===== src/sv/ntp_pkg.sv =====
// Package for the NTC thermal power gate: sizes, register map, table and shared types.
// Used by every module of the block; depends on nothing.
package ntp_pkg;

   // Batch and sample format
   localparam int SAMPLES       = 15;
   localparam int ADC_BITS      = 12;
   localparam int TABLE_ENTRIES = 34;

   localparam int SUM_W   = 16;
   localparam int COUNT_W = (SAMPLES > 1) ? $clog2(SAMPLES) : 1;
   localparam int AVG_W   = ADC_BITS;

   // Divide-by-SAMPLES through a reciprocal, one correction step
   localparam int RECIP_SHIFT = SUM_W + 4;
   localparam int RECIP       = (2 ** RECIP_SHIFT) / SAMPLES;
   localparam int RECIP_W     = RECIP_SHIFT + 1;
   localparam int EST_PROD_W  = SUM_W + RECIP_W;

   // Configuration register widths
   localparam int REF_W     = 13;
   localparam int PULL_MV_W = 13;
   localparam int OHMS_W    = 20;
   localparam int CENTI_W   = 15;

   localparam int CSR_INDEX_W = 3;
   localparam int CSR_DATA_W  = 20;

   typedef enum logic [CSR_INDEX_W-1:0] {
      CSR_REFERENCE_MV = 3'd0,
      CSR_PULL_MV      = 3'd1,
      CSR_PULL_OHMS    = 3'd2,
      CSR_CHARGE_LIMIT = 3'd3,
      CSR_BOOST_LIMIT  = 3'd4
   } csr_index_type;

   localparam logic [REF_W-1:0]     RESET_REFERENCE_MV = 13'd3000;
   localparam logic [PULL_MV_W-1:0] RESET_PULL_MV      = 13'd3300;
   localparam logic [OHMS_W-1:0]    RESET_PULL_OHMS    = 20'd10000;
   localparam logic [CENTI_W-1:0]   RESET_CHARGE_LIMIT = 15'd4500;
   localparam logic [CENTI_W-1:0]   RESET_BOOST_LIMIT  = 15'd5000;

   typedef struct packed {
      logic [REF_W-1:0]     reference_mv;
      logic [PULL_MV_W-1:0] pull_mv;
      logic [OHMS_W-1:0]    pull_ohms;
      logic [CENTI_W-1:0]   charge_limit;
      logic [CENTI_W-1:0]   boost_limit;
   } cfg_type;

   // Conversion arithmetic widths
   localparam int NUM_W  = REF_W + AVG_W;
   localparam int FULL_W = PULL_MV_W + ADC_BITS;
   localparam int CMP_W  = (NUM_W > FULL_W) ? NUM_W : FULL_W;

   localparam int DIV_NUM_W = OHMS_W + NUM_W;
   localparam int DIV_DEN_W = FULL_W;
   localparam int DIV_CNT_W = $clog2(DIV_NUM_W + 1);

   // Resistance table, whole ohms, 5 degree steps from -40 C
   localparam int RES_W  = 18;
   localparam int IDX_W  = $clog2(TABLE_ENTRIES);

   localparam int T_W         = 16;
   localparam int T_MIN_CENTI = -4000;
   localparam int T_MAX_CENTI = 12500;
   localparam int STEP_CENTI  = 500;
   localparam int STEP_W      = $clog2(STEP_CENTI + 1);
   localparam int FRAC_NUM_W  = RES_W + STEP_W;

   localparam logic [RES_W-1:0] RES_TABLE [TABLE_ENTRIES] = '{
      18'd195652, 18'd148171, 18'd113347, 18'd87559, 18'd68237, 18'd53650,
      18'd42506,  18'd33892,  18'd27219,  18'd22021, 18'd17926, 18'd14674,
      18'd12081,  18'd10000,  18'd8315,   18'd6948,  18'd5834,  18'd4917,
      18'd4161,   18'd3535,   18'd3014,   18'd2586,  18'd2228,  18'd1925,
      18'd1669,   18'd1452,   18'd1268,   18'd1110,  18'd974,   18'd858,
      18'd758,    18'd672,    18'd596,    18'd531
   };

   // Batch queue between front and back
   localparam int Q_DEPTH = 2;
   localparam int Q_PTR_W = $clog2(Q_DEPTH);
   localparam int Q_CNT_W = $clog2(Q_DEPTH + 1);

   // Shared divider handshake
   typedef struct packed {
      logic                 start;
      logic [DIV_NUM_W-1:0] numer;
      logic [DIV_DEN_W-1:0] denom;
   } div_req_type;

   typedef struct packed {
      logic                 done;
      logic [DIV_NUM_W-1:0] quotient;
   } div_resp_type;

   typedef enum logic [3:0] {
      BK_IDLE,
      BK_SCALE,
      BK_RATIO,
      BK_START_R,
      BK_WAIT_R,
      BK_RANGE,
      BK_SCAN,
      BK_FRAC,
      BK_START_F,
      BK_WAIT_F,
      BK_SUM,
      BK_EMIT
   } back_state_type;

endpackage


===== src/sv/ntp_front.sv =====
// Front end: accumulates ADC samples per batch and forms the batch average.
// Depends on ntp_pkg; feeds ntp_avg_queue.
module ntp_front
   import ntp_pkg::*;
(
   input  logic                clock,
   input  logic                reset,
   input  logic                req_push,
   output logic                req_full,
   input  logic [ADC_BITS-1:0] req_sample,
   output logic                q_push,
   output logic [AVG_W-1:0]    q_data,
   input  logic                q_full
);

   logic [SUM_W-1:0]   sum_ff, sum_in;
   logic [COUNT_W-1:0] count_ff, count_in;
   logic               s1_valid_ff, s1_valid_in;
   logic [SUM_W-1:0]   s1_sum_ff, s1_sum_in;
   logic               s2_valid_ff, s2_valid_in;
   logic [SUM_W-1:0]   s2_sum_ff, s2_sum_in;
   logic [SUM_W-1:0]   est_ff, est_in;

   logic                  accept;
   logic [SUM_W-1:0]      sum_next;
   logic                  last;
   logic [EST_PROD_W-1:0] est_prod;
   logic [SUM_W-1:0]      rem;

   assign req_full = s1_valid_ff || s2_valid_ff;
   assign accept   = req_push && !req_full;
   assign sum_next = sum_ff + SUM_W'(req_sample);
   assign last     = (count_ff == COUNT_W'(SAMPLES - 1));
   assign est_prod = EST_PROD_W'(s1_sum_ff) * EST_PROD_W'(RECIP);
   assign rem      = s2_sum_ff - SUM_W'(est_ff * SUM_W'(SAMPLES));
   assign q_push   = s2_valid_ff && !q_full;
   assign q_data   = AVG_W'(est_ff + ((rem >= SUM_W'(SAMPLES)) ? SUM_W'(1) : SUM_W'(0)));

   always_comb begin
      sum_in      = sum_ff;
      count_in    = count_ff;
      s1_valid_in = s1_valid_ff;
      s1_sum_in   = s1_sum_ff;
      s2_valid_in = s2_valid_ff;
      s2_sum_in   = s2_sum_ff;
      est_in      = est_ff;

      // Accumulate; close the batch on its last sample
      if (accept) begin
         if (last) begin
            sum_in      = '0;
            count_in    = '0;
            s1_valid_in = 1'b1;
            s1_sum_in   = sum_next;
         end else begin
            sum_in   = sum_next;
            count_in = count_ff + COUNT_W'(1);
         end
      end

      // Reciprocal estimate of the average
      if (s1_valid_ff && !s2_valid_ff) begin
         s1_valid_in = 1'b0;
         s2_valid_in = 1'b1;
         s2_sum_in   = s1_sum_ff;
         est_in      = SUM_W'(est_prod >> RECIP_SHIFT);
      end

      // Correct by one and hand over
      if (q_push) begin
         s2_valid_in = 1'b0;
      end
   end

   always_ff @(posedge clock) begin
      if (reset) begin
         sum_ff      <= '0;
         count_ff    <= '0;
         s1_valid_ff <= 1'b0;
         s2_valid_ff <= 1'b0;
      end else begin
         sum_ff      <= sum_in;
         count_ff    <= count_in;
         s1_valid_ff <= s1_valid_in;
         s2_valid_ff <= s2_valid_in;
      end
      s1_sum_ff <= s1_sum_in;
      s2_sum_ff <= s2_sum_in;
      est_ff    <= est_in;
   end

endmodule


===== src/sv/ntp_avg_queue.sv =====
// Short queue of batch averages between front and back end.
// Depends on ntp_pkg.
module ntp_avg_queue
   import ntp_pkg::*;
(
   input  logic             clock,
   input  logic             reset,
   input  logic             push,
   input  logic [AVG_W-1:0] push_data,
   output logic             full,
   input  logic             pop,
   output logic [AVG_W-1:0] pop_data,
   output logic             empty
);

   logic [AVG_W-1:0]   slot_ff [Q_DEPTH];
   logic [Q_PTR_W-1:0] wr_ptr_ff, wr_ptr_in;
   logic [Q_PTR_W-1:0] rd_ptr_ff, rd_ptr_in;
   logic [Q_CNT_W-1:0] count_ff, count_in;
   logic               do_push, do_pop;

   assign full     = (count_ff == Q_CNT_W'(Q_DEPTH));
   assign empty    = (count_ff == '0);
   assign do_push  = push && !full;
   assign do_pop   = pop && !empty;
   assign pop_data = slot_ff[rd_ptr_ff];

   always_comb begin
      wr_ptr_in = do_push ? wr_ptr_ff + Q_PTR_W'(1) : wr_ptr_ff;
      rd_ptr_in = do_pop  ? rd_ptr_ff + Q_PTR_W'(1) : rd_ptr_ff;
      count_in  = count_ff;
      if (do_push && !do_pop) begin
         count_in = count_ff + Q_CNT_W'(1);
      end else if (do_pop && !do_push) begin
         count_in = count_ff - Q_CNT_W'(1);
      end
   end

   always_ff @(posedge clock) begin
      if (reset) begin
         wr_ptr_ff <= '0;
         rd_ptr_ff <= '0;
         count_ff  <= '0;
      end else begin
         wr_ptr_ff <= wr_ptr_in;
         rd_ptr_ff <= rd_ptr_in;
         count_ff  <= count_in;
      end
      if (do_push) begin
         slot_ff[wr_ptr_ff] <= push_data;
      end
   end

endmodule


===== src/sv/ntp_divider.sv =====
// Shared restoring divider, one quotient bit per cycle.
// Depends on ntp_pkg; serves ntp_back through div_req_type / div_resp_type.
module ntp_divider
   import ntp_pkg::*;
(
   input  logic         clock,
   input  logic         reset,
   input  div_req_type  req,
   output div_resp_type resp
);

   logic                 busy_ff, busy_in;
   logic                 done_ff, done_in;
   logic [DIV_CNT_W-1:0] cnt_ff, cnt_in;
   logic [DIV_NUM_W-1:0] quo_ff, quo_in;
   logic [DIV_DEN_W-1:0] rem_ff, rem_in;
   logic [DIV_DEN_W-1:0] den_ff, den_in;
   logic [DIV_DEN_W:0]   rem_shift;

   assign rem_shift     = {rem_ff, quo_ff[DIV_NUM_W-1]};
   assign resp.done     = done_ff;
   assign resp.quotient = quo_ff;

   always_comb begin
      busy_in = busy_ff;
      done_in = 1'b0;
      cnt_in  = cnt_ff;
      quo_in  = quo_ff;
      rem_in  = rem_ff;
      den_in  = den_ff;
      if (req.start) begin
         busy_in = 1'b1;
         cnt_in  = DIV_CNT_W'(DIV_NUM_W);
         quo_in  = req.numer;
         rem_in  = '0;
         den_in  = req.denom;
      end else if (busy_ff) begin
         // Shift in one numerator bit, subtract when it fits
         if (rem_shift >= {1'b0, den_ff}) begin
            rem_in = DIV_DEN_W'(rem_shift - {1'b0, den_ff});
            quo_in = {quo_ff[DIV_NUM_W-2:0], 1'b1};
         end else begin
            rem_in = rem_shift[DIV_DEN_W-1:0];
            quo_in = {quo_ff[DIV_NUM_W-2:0], 1'b0};
         end
         cnt_in = cnt_ff - DIV_CNT_W'(1);
         if (cnt_ff == DIV_CNT_W'(1)) begin
            busy_in = 1'b0;
            done_in = 1'b1;
         end
      end
   end

   always_ff @(posedge clock) begin
      if (reset) begin
         busy_ff <= 1'b0;
         done_ff <= 1'b0;
         cnt_ff  <= '0;
      end else begin
         busy_ff <= busy_in;
         done_ff <= done_in;
         cnt_ff  <= cnt_in;
      end
      quo_ff <= quo_in;
      rem_ff <= rem_in;
      den_ff <= den_in;
   end

endmodule


===== src/sv/ntp_back.sv =====
// Back end: turns a batch average into resistance, temperature and enable bits.
// Depends on ntp_pkg; uses ntp_divider and drains ntp_avg_queue.
module ntp_back
   import ntp_pkg::*;
(
   input  logic               clock,
   input  logic               reset,
   input  cfg_type            cfg,
   input  logic               q_empty,
   input  logic [AVG_W-1:0]   q_data,
   output logic               q_pop,
   output div_req_type        div_req,
   input  div_resp_type       div_resp,
   output logic               rsp_empty,
   input  logic               rsp_pop,
   output logic [CENTI_W-1:0] rsp_temperature_centi,
   output logic               rsp_charge_enable,
   output logic               rsp_boost_enable
);

   back_state_type state_ff, state_in;

   logic [AVG_W-1:0]     avg_ff, avg_in;
   logic [NUM_W-1:0]     num_ff, num_in;
   logic [FULL_W-1:0]    full_ff, full_in;
   logic [DIV_NUM_W-1:0] dnum_ff, dnum_in;
   logic [DIV_DEN_W-1:0] dden_ff, dden_in;
   logic [RES_W-1:0]     r_ff, r_in;
   logic [IDX_W-1:0]     idx_ff, idx_in;
   logic [CENTI_W-1:0]   temp_ff, temp_in;

   logic               out_valid_ff, out_valid_in;
   logic [CENTI_W-1:0] out_temp_ff, out_temp_in;
   logic               out_charge_ff, out_charge_in;
   logic               out_boost_ff, out_boost_in;

   logic [IDX_W-1:0]      idx_next;
   logic [RES_W-1:0]      hi_ohms, lo_ohms;
   logic [FRAC_NUM_W-1:0] frac_num;
   logic [T_W-1:0]        t_sum;

   assign idx_next  = idx_ff + IDX_W'(1);
   assign hi_ohms   = RES_TABLE[idx_ff];
   assign lo_ohms   = RES_TABLE[idx_next];
   assign frac_num  = FRAC_NUM_W'(hi_ohms - r_ff) * FRAC_NUM_W'(STEP_CENTI);
   assign t_sum     = T_W'(T_MIN_CENTI) + T_W'(idx_ff) * T_W'(STEP_CENTI)
                      + T_W'(div_resp.quotient[STEP_W-1:0]);

   assign div_req.numer = dnum_ff;
   assign div_req.denom = dden_ff;

   assign rsp_empty             = !out_valid_ff;
   assign rsp_temperature_centi = out_temp_ff;
   assign rsp_charge_enable     = out_charge_ff;
   assign rsp_boost_enable      = out_boost_ff;

   always_comb begin
      state_in      = state_ff;
      avg_in        = avg_ff;
      num_in        = num_ff;
      full_in       = full_ff;
      dnum_in       = dnum_ff;
      dden_in       = dden_ff;
      r_in          = r_ff;
      idx_in        = idx_ff;
      temp_in       = temp_ff;
      out_valid_in  = out_valid_ff && !rsp_pop;
      out_temp_in   = out_temp_ff;
      out_charge_in = out_charge_ff;
      out_boost_in  = out_boost_ff;
      q_pop         = 1'b0;
      div_req.start = 1'b0;

      unique case (state_ff)
         BK_IDLE: begin
            if (!q_empty) begin
               q_pop    = 1'b1;
               avg_in   = q_data;
               state_in = BK_SCALE;
            end
         end
         BK_SCALE: begin
            num_in   = NUM_W'(cfg.reference_mv) * NUM_W'(avg_in);
            full_in  = {cfg.pull_mv, {ADC_BITS{1'b0}}};
            state_in = BK_RATIO;
         end
         BK_RATIO: begin
            if (CMP_W'(full_ff) <= CMP_W'(num_ff)) begin
               temp_in  = CENTI_W'(T_MAX_CENTI);
               state_in = BK_EMIT;
            end else begin
               dnum_in  = DIV_NUM_W'(cfg.pull_ohms) * DIV_NUM_W'(num_ff);
               dden_in  = DIV_DEN_W'(CMP_W'(full_ff) - CMP_W'(num_ff));
               state_in = BK_START_R;
            end
         end
         BK_START_R: begin
            div_req.start = 1'b1;
            state_in      = BK_WAIT_R;
         end
         BK_WAIT_R: begin
            if (div_resp.done) begin
               state_in = BK_RANGE;
            end
         end
         BK_RANGE: begin
            priority if (div_resp.quotient >= DIV_NUM_W'(RES_TABLE[0])) begin
               temp_in  = CENTI_W'(T_MIN_CENTI);
               state_in = BK_EMIT;
            end else if (div_resp.quotient <= DIV_NUM_W'(RES_TABLE[TABLE_ENTRIES-1])) begin
               temp_in  = CENTI_W'(T_MAX_CENTI);
               state_in = BK_EMIT;
            end else begin
               r_in     = div_resp.quotient[RES_W-1:0];
               idx_in   = '0;
               state_in = BK_SCAN;
            end
         end
         BK_SCAN: begin
            // Walk down the table to the segment that holds r
            if (r_ff >= lo_ohms) begin
               state_in = BK_FRAC;
            end else begin
               idx_in = idx_next;
            end
         end
         BK_FRAC: begin
            dnum_in  = DIV_NUM_W'(frac_num);
            dden_in  = DIV_DEN_W'(hi_ohms - lo_ohms);
            state_in = BK_START_F;
         end
         BK_START_F: begin
            div_req.start = 1'b1;
            state_in      = BK_WAIT_F;
         end
         BK_WAIT_F: begin
            if (div_resp.done) begin
               state_in = BK_SUM;
            end
         end
         BK_SUM: begin
            if ($signed(t_sum) > $signed(T_W'(T_MAX_CENTI))) begin
               temp_in = CENTI_W'(T_MAX_CENTI);
            end else begin
               temp_in = t_sum[CENTI_W-1:0];
            end
            state_in = BK_EMIT;
         end
         BK_EMIT: begin
            // Hold until the output register frees up
            if (!out_valid_ff || rsp_pop) begin
               out_valid_in  = 1'b1;
               out_temp_in   = temp_ff;
               out_charge_in = ($signed(temp_ff) <= $signed(cfg.charge_limit));
               out_boost_in  = ($signed(temp_ff) <= $signed(cfg.boost_limit));
               state_in      = BK_IDLE;
            end
         end
         default: begin
            state_in = BK_IDLE;
         end
      endcase
   end

   always_ff @(posedge clock) begin
      if (reset) begin
         state_ff     <= BK_IDLE;
         out_valid_ff <= 1'b0;
      end else begin
         state_ff     <= state_in;
         out_valid_ff <= out_valid_in;
      end
      avg_ff        <= avg_in;
      num_ff        <= num_in;
      full_ff       <= full_in;
      dnum_ff       <= dnum_in;
      dden_ff       <= dden_in;
      r_ff          <= r_in;
      idx_ff        <= idx_in;
      temp_ff       <= temp_in;
      out_temp_ff   <= out_temp_in;
      out_charge_ff <= out_charge_in;
      out_boost_ff  <= out_boost_in;
   end

endmodule


===== src/sv/ntc_thermal_power_gate.sv =====
// NTC thermal power gate top level: register file, front end, batch queue, back end, divider.
// Samples enter at one beat per cycle while req_full is low; a batch's last beat raises it
// until the average has passed the s1 and s2 registers into the two-entry queue, where a full
// queue holds s2. Back end per batch: a reading at or above the pull voltage maps to the top
// temperature, one past a table end takes one 45-bit division, else two and a table walk.
// Sync reset clears counters, queue and state, loads 3000 mV, 3300 mV, 10000 ohm, 45 C and 50 C.
module ntc_thermal_power_gate
   import ntp_pkg::*;
(
   input  logic                   clock,
   input  logic                   reset,
   // Sample channel
   input  logic                   req_push,
   output logic                   req_full,
   input  logic [ADC_BITS-1:0]    req_sample,
   // Result channel
   output logic                   rsp_empty,
   input  logic                   rsp_pop,
   output logic [CENTI_W-1:0]     rsp_temperature_centi,
   output logic                   rsp_charge_enable,
   output logic                   rsp_boost_enable,
   // Register write port
   input  logic                   csr_write_enable,
   input  logic [CSR_INDEX_W-1:0] csr_index,
   input  logic [CSR_DATA_W-1:0]  csr_write_data
);

   cfg_type cfg_ff, cfg_in;

   logic             q_push, q_full, q_pop, q_empty;
   logic [AVG_W-1:0] q_push_data, q_pop_data;

   div_req_type  div_req;
   div_resp_type div_resp;

   // Register writes land directly; unknown indexes drop
   always_comb begin
      cfg_in = cfg_ff;
      if (csr_write_enable) begin
         unique case (csr_index)
            CSR_REFERENCE_MV: cfg_in.reference_mv = csr_write_data[REF_W-1:0];
            CSR_PULL_MV:      cfg_in.pull_mv      = csr_write_data[PULL_MV_W-1:0];
            CSR_PULL_OHMS:    cfg_in.pull_ohms    = csr_write_data[OHMS_W-1:0];
            CSR_CHARGE_LIMIT: cfg_in.charge_limit = csr_write_data[CENTI_W-1:0];
            CSR_BOOST_LIMIT:  cfg_in.boost_limit  = csr_write_data[CENTI_W-1:0];
            default:          cfg_in = cfg_ff;
         endcase
      end
   end

   always_ff @(posedge clock) begin
      if (reset) begin
         cfg_ff.reference_mv <= RESET_REFERENCE_MV;
         cfg_ff.pull_mv      <= RESET_PULL_MV;
         cfg_ff.pull_ohms    <= RESET_PULL_OHMS;
         cfg_ff.charge_limit <= RESET_CHARGE_LIMIT;
         cfg_ff.boost_limit  <= RESET_BOOST_LIMIT;
      end else begin
         cfg_ff <= cfg_in;
      end
   end

   // Front: accumulate the batch and divide by the batch size
   ntp_front u_front (
      .clock      (clock),
      .reset      (reset),
      .req_push   (req_push),
      .req_full   (req_full),
      .req_sample (req_sample),
      .q_push     (q_push),
      .q_data     (q_push_data),
      .q_full     (q_full)
   );

   // Decouple batch closing from the slow conversion
   ntp_avg_queue u_queue (
      .clock     (clock),
      .reset     (reset),
      .push      (q_push),
      .push_data (q_push_data),
      .full      (q_full),
      .pop       (q_pop),
      .pop_data  (q_pop_data),
      .empty     (q_empty)
   );

   // Back: resistance, table walk, interpolation, limit compares, output register
   ntp_back u_back (
      .clock                 (clock),
      .reset                 (reset),
      .cfg                   (cfg_ff),
      .q_empty               (q_empty),
      .q_data                (q_pop_data),
      .q_pop                 (q_pop),
      .div_req               (div_req),
      .div_resp              (div_resp),
      .rsp_empty             (rsp_empty),
      .rsp_pop               (rsp_pop),
      .rsp_temperature_centi (rsp_temperature_centi),
      .rsp_charge_enable     (rsp_charge_enable),
      .rsp_boost_enable      (rsp_boost_enable)
   );

   // Shared divider for the resistance and the interpolation fraction
   ntp_divider u_divider (
      .clock (clock),
      .reset (reset),
      .req   (div_req),
      .resp  (div_resp)
   );

endmodule

===== config.mk =====
export PLATFORM = sky130hd
export DESIGN_NAME = ntc_thermal_power_gate
export DESIGN_NICKNAME = d
export VERILOG_FILES = /design/src/sv/ntp_pkg.sv /design/src/sv/ntp_front.sv /design/src/sv/ntp_avg_queue.sv /design/src/sv/ntp_divider.sv /design/src/sv/ntp_back.sv /design/src/sv/ntc_thermal_power_gate.sv
export SDC_FILE = /design/constraint.sdc
export NUM_CORES = 2
export LEC_CHECK = 0
export ABC_AREA = 1
export BUFFER_PORTS_ARGS = -buffer_cell sky130_fd_sc_hd__buf_2
export CORE_UTILIZATION = 43
export DETAILED_ROUTE_END_ITERATION = 8
export GPL_ROUTABILITY_DRIVEN = 1
export REMOVE_ABC_BUFFERS = 1
export SYNTH_ARGS = -nofsm -noshare
export SYNTH_HDL_FRONTEND = slang
export SYNTH_SLANG_ARGS = --single-unit
export TNS_END_PERCENT = 1

===== constraint.sdc =====
create_clock -name clock -period 7.37 [get_ports clock]
set_clock_uncertainty 0.1 [all_clocks]
set_input_delay 0.3685 -clock clock [delete_from_list [all_inputs] [get_ports clock]]
set_output_delay 0.3685 -clock clock [all_outputs]
set_load 0.1 [all_outputs]

==> results_dict.tcl <==
set metrics [dict create \
    status "finished clean" \
    first_pass_iters 5 \
    ctsRootBufferMaster "clkbuf_16" \
    yosysUniqueCellTypes 69 \
    use_met2 0.378 \
    grtUsageMet3 0.0234 \
    setup_ws_ps 360 \
    relSlewSlack 0.201 \
    start_util 0.434 \
    yosys-top-cells-count "1475 x nand2_1, 1392 x inv_1, 650 x fa_1" \
    finalHoldViolations 0 \
    htreeDepth 2 \
    fmax_mhz 143 \
    antenna_found_initial 1 \
    wirelength_um 142000 \
    grt_remaining_overflow 0 \
    crit_required_ps 7650 \
    yosys_warnings 0 \
    synth_most_common_cell "nand2_1" \
    cts_max_path_buffers 3 \
    grt_util_met1 0.317 \
    fillCellCount 12057 \
    portBuffers 58 \
    rrSetupSlack_ps 360 \
    synth_top_area_share 0.243 \
    route.detailed.drc 0 \
    place_inst 8149 \
    criticalPathCategory "reg2reg" \
    grt_pass1_vias 42163 \
    ys_ff_latch 455 \
    hpwl_um 115000 \
    hp-class "in2reg" \
    avgViaCountPerCell 5.10 \
    seq_area_frac_synth 0.229 \
    worst_pin_slew_ps 1190 \
    cp_max_fo 15 \
    post-place-ws_ps -176 \
    core_sq_um 124000 \
    reg2regPathDepth 37 \
    clk_latency_ps 670 \
    rr_endpoint "u_back.dnum_ff[26]$_DFFE_PP_" \
    hold_end "u_front.sum_ff[3]$_SDFFE_PP0P_" \
    arrival_ps 7290 \
    setup_viol 0 \
    utilization 0.481 \
    gp_congestion 0.921 \
    netlist_top_cells_area "fa_1 24%, edfxtp_1 18%, ha_1 13%, nand2_1 10%, inv_1 9.7%" \
    avgSynthCellArea_sq_um 8.27 \
    nets 7862 \
    fin_cells 8303 \
    synth-async-reset-ratio 0 \
    cts_tree "built" \
    grt_start_max_net_pins 74 \
    rsz0062_at_grt "true" \
    grt_pass1_wl_um 228000 \
    die_h_um 355 \
    yosysTopAreaCell "fa_1" \
    ant_nets 0 \
    wl_per_cell_um 17.1 \
    cpMaxStageDelayCell "edfxtp_1" \
    critPathMaxStageDelay_ps 510 \
    hp-start "reset" \
    multi_input_area_sq_um 35700 \
    cap_violations 0 \
    die-area_sq_um 126000 \
    synth_cells 6483 \
    area_growth_pct 10.8 \
    vias 42314 \
    ys.flop_type "edfxtp_1" \
    worstReg2RegStart "u_back.idx_ff[2]$_SDFFCE_PN0P_" \
    period_share 0.951 \
    hold_depth 3 \
    track_usage 0.227 \
    drive_gt1_frac 0.0830 \
    cts_sinks 455 \
    regArea_sq_um 12300 \
    busiest_layer "met2" \
    synth-edff-count 315 \
    die_w_um 355 \
    synthesis.area_sq_um 53600 \
    setup.worst_path.end_class "flip-flop" \
    pin_count 59 \
    cts.clk_slew.worst_paths_ps 70 \
    worstSetupStartpointType "flip-flop" \
    slew_viol_final 0 \
    cts-buffers-inserted 53 \
    dr.first_iter.drc_count 2826 \
    num_rows 129 \
    finalCriticalPeriod_ps 7010 \
]
[layer usage]
metal / up-vias / wire, um
met4: 2 / 3200
met3: 179 / 7620
met5: - / 17
met2: 1079 / 66600
li1: 20469 / -
met1: 20585 / 64200
[per-stage QoR]
stage,hold WS [ps],TNS [ps],instance area (sq um)
detailed placement,305,-353,56600
global placement,301,-89.6,56600
CTS,35.1,0,58700
global route,77.5,-154,59400
finish,75.8,0,59500
floorplan,300,-355,52800
[flip-flops by register name, indices dropped and copies added (netlist names), 16 cells and up]
signal / flops
u_back.num_ff: 25
u_back.r_ff: 18
u_front.s2_sum_ff: 16
u_back.dden_ff: 25
u_back.dnum_ff: 45
cfg_ff: 76
u_divider.den_ff: 25
u_front.sum_ff: 16
u_queue.slot_ff: 24
u_divider.quo_ff: 45
u_front.s1_sum_ff: 16
u_divider.rem_ff: 25
[layout by cell type, fill, tap and decap left out, types with 18 or more instances in the layout]
cell / netlist / routed
dfxtp_1: 140 / 131
o21bai_1: 22 / 22
nand4_1: 33 / 33
o211ai_1: 23 / 23
nand2_1: 1475 / 1461
inv_1: 1392 / 1381
nor3_1: 41 / 38
edfxtp_1: 315 / 315
inv_2: 16 / 26
xor2_1: 106 / 102
xnor2_1: 61 / 60
fa_1: 650 / 649
nand2_2: 26 / 39
a31oi_1: 32 / 32
ha_1: 551 / 533
dlygate4sd3_1: 0 / 22
buf_4: 8 / 199
o21ai_1: 14 / 22
o21ai_0: 315 / 305
o21a_1: 21 / 21
buf_2: 6 / 58
a21boi_0: 19 / 18
nor4_1: 21 / 18
a21oi_1: 373 / 359
nand3_1: 161 / 158
clkbuf_16: 0 / 54
nor2_1: 330 / 326
[worst max-delay path, delay by kind of cell (launching register included)]
kind	cells	cell delay, ps
flops	1	510
xor+xnor	1	140
fa+ha+maj	6	2430
simple gates	16	1720
buf+inv	9	790
compound gates	5	1030
[worst max-delay path by stage]
stage          slack, ps                               end  cells after the start                            from
6_report             360      u_back.dnum_ff[26]$_DFFE_PP_                     37  u_back.idx_ff[2]$_SDFFCE_PN0P_
5_1_grt              -70      u_back.dnum_ff[26]$_DFFE_PP_                     40  u_back.idx_ff[0]$_SDFFCE_PN0P_
4_1_cts               40  u_back.dnum_ff[43]$_SDFFCE_PP0P_                     23      u_back.num_ff[7]$_DFFE_PP_
3_5_place_dp        -180      u_back.dnum_ff[26]$_DFFE_PP_                     40  u_back.idx_ff[0]$_SDFFCE_PN0P_
3_3_place_gp         -90      u_back.dnum_ff[26]$_DFFE_PP_                     36  u_back.idx_ff[0]$_SDFFCE_PN0P_
2_1_floorplan       -230      u_back.dnum_ff[26]$_DFFE_PP_                     41  u_back.idx_ff[0]$_SDFFCE_PN0P_
[layout make-up]
class / count / share of cell area
clock inverter: 31 / 0.00629
timing repair buffer: 296 / 0.0390
sequential: 455 / 0.206
multi-input combinational: 4404 / 0.600
tap: 1637 / 0.0345
inverter: 1411 / 0.0892
clock buffer: 68 / 0.0243
antenna: 1 / 0.0000421
[what timing repair did]
| action | 4_1_cts | 5_1_grt |
|---|---|---|
| hold endpoints to repair | 44 | 0 |
| setup buffers | 0 | 32 |
| resized for setup | 4 | 100 |
| hold buffers | 22 | 0 |
| pin swaps | 0 | 33 |
| endpoints found under the setup margin | 8 | 29 |
[logic make-up (layout without fill, tap and decap cells)]
kind of cell	after synthesis	in the layout	share of synthesized area
and+or+nand+nor	2136	2136	0.162
muxes	1	1	0.000187
DFF	455	455	0.229
AOI/OAI and AO/OA	888	888	0.0921
adders and majority gates	1201	1201	0.371
other	0	1	0
buffers and inverters	1624	1806	0.115
xor gates and xnor gates	178	178	0.0312
Power is left out: the tool's default activity adds up to more than one toggle a clock period on the data nets, which glitch-free logic cannot reach.
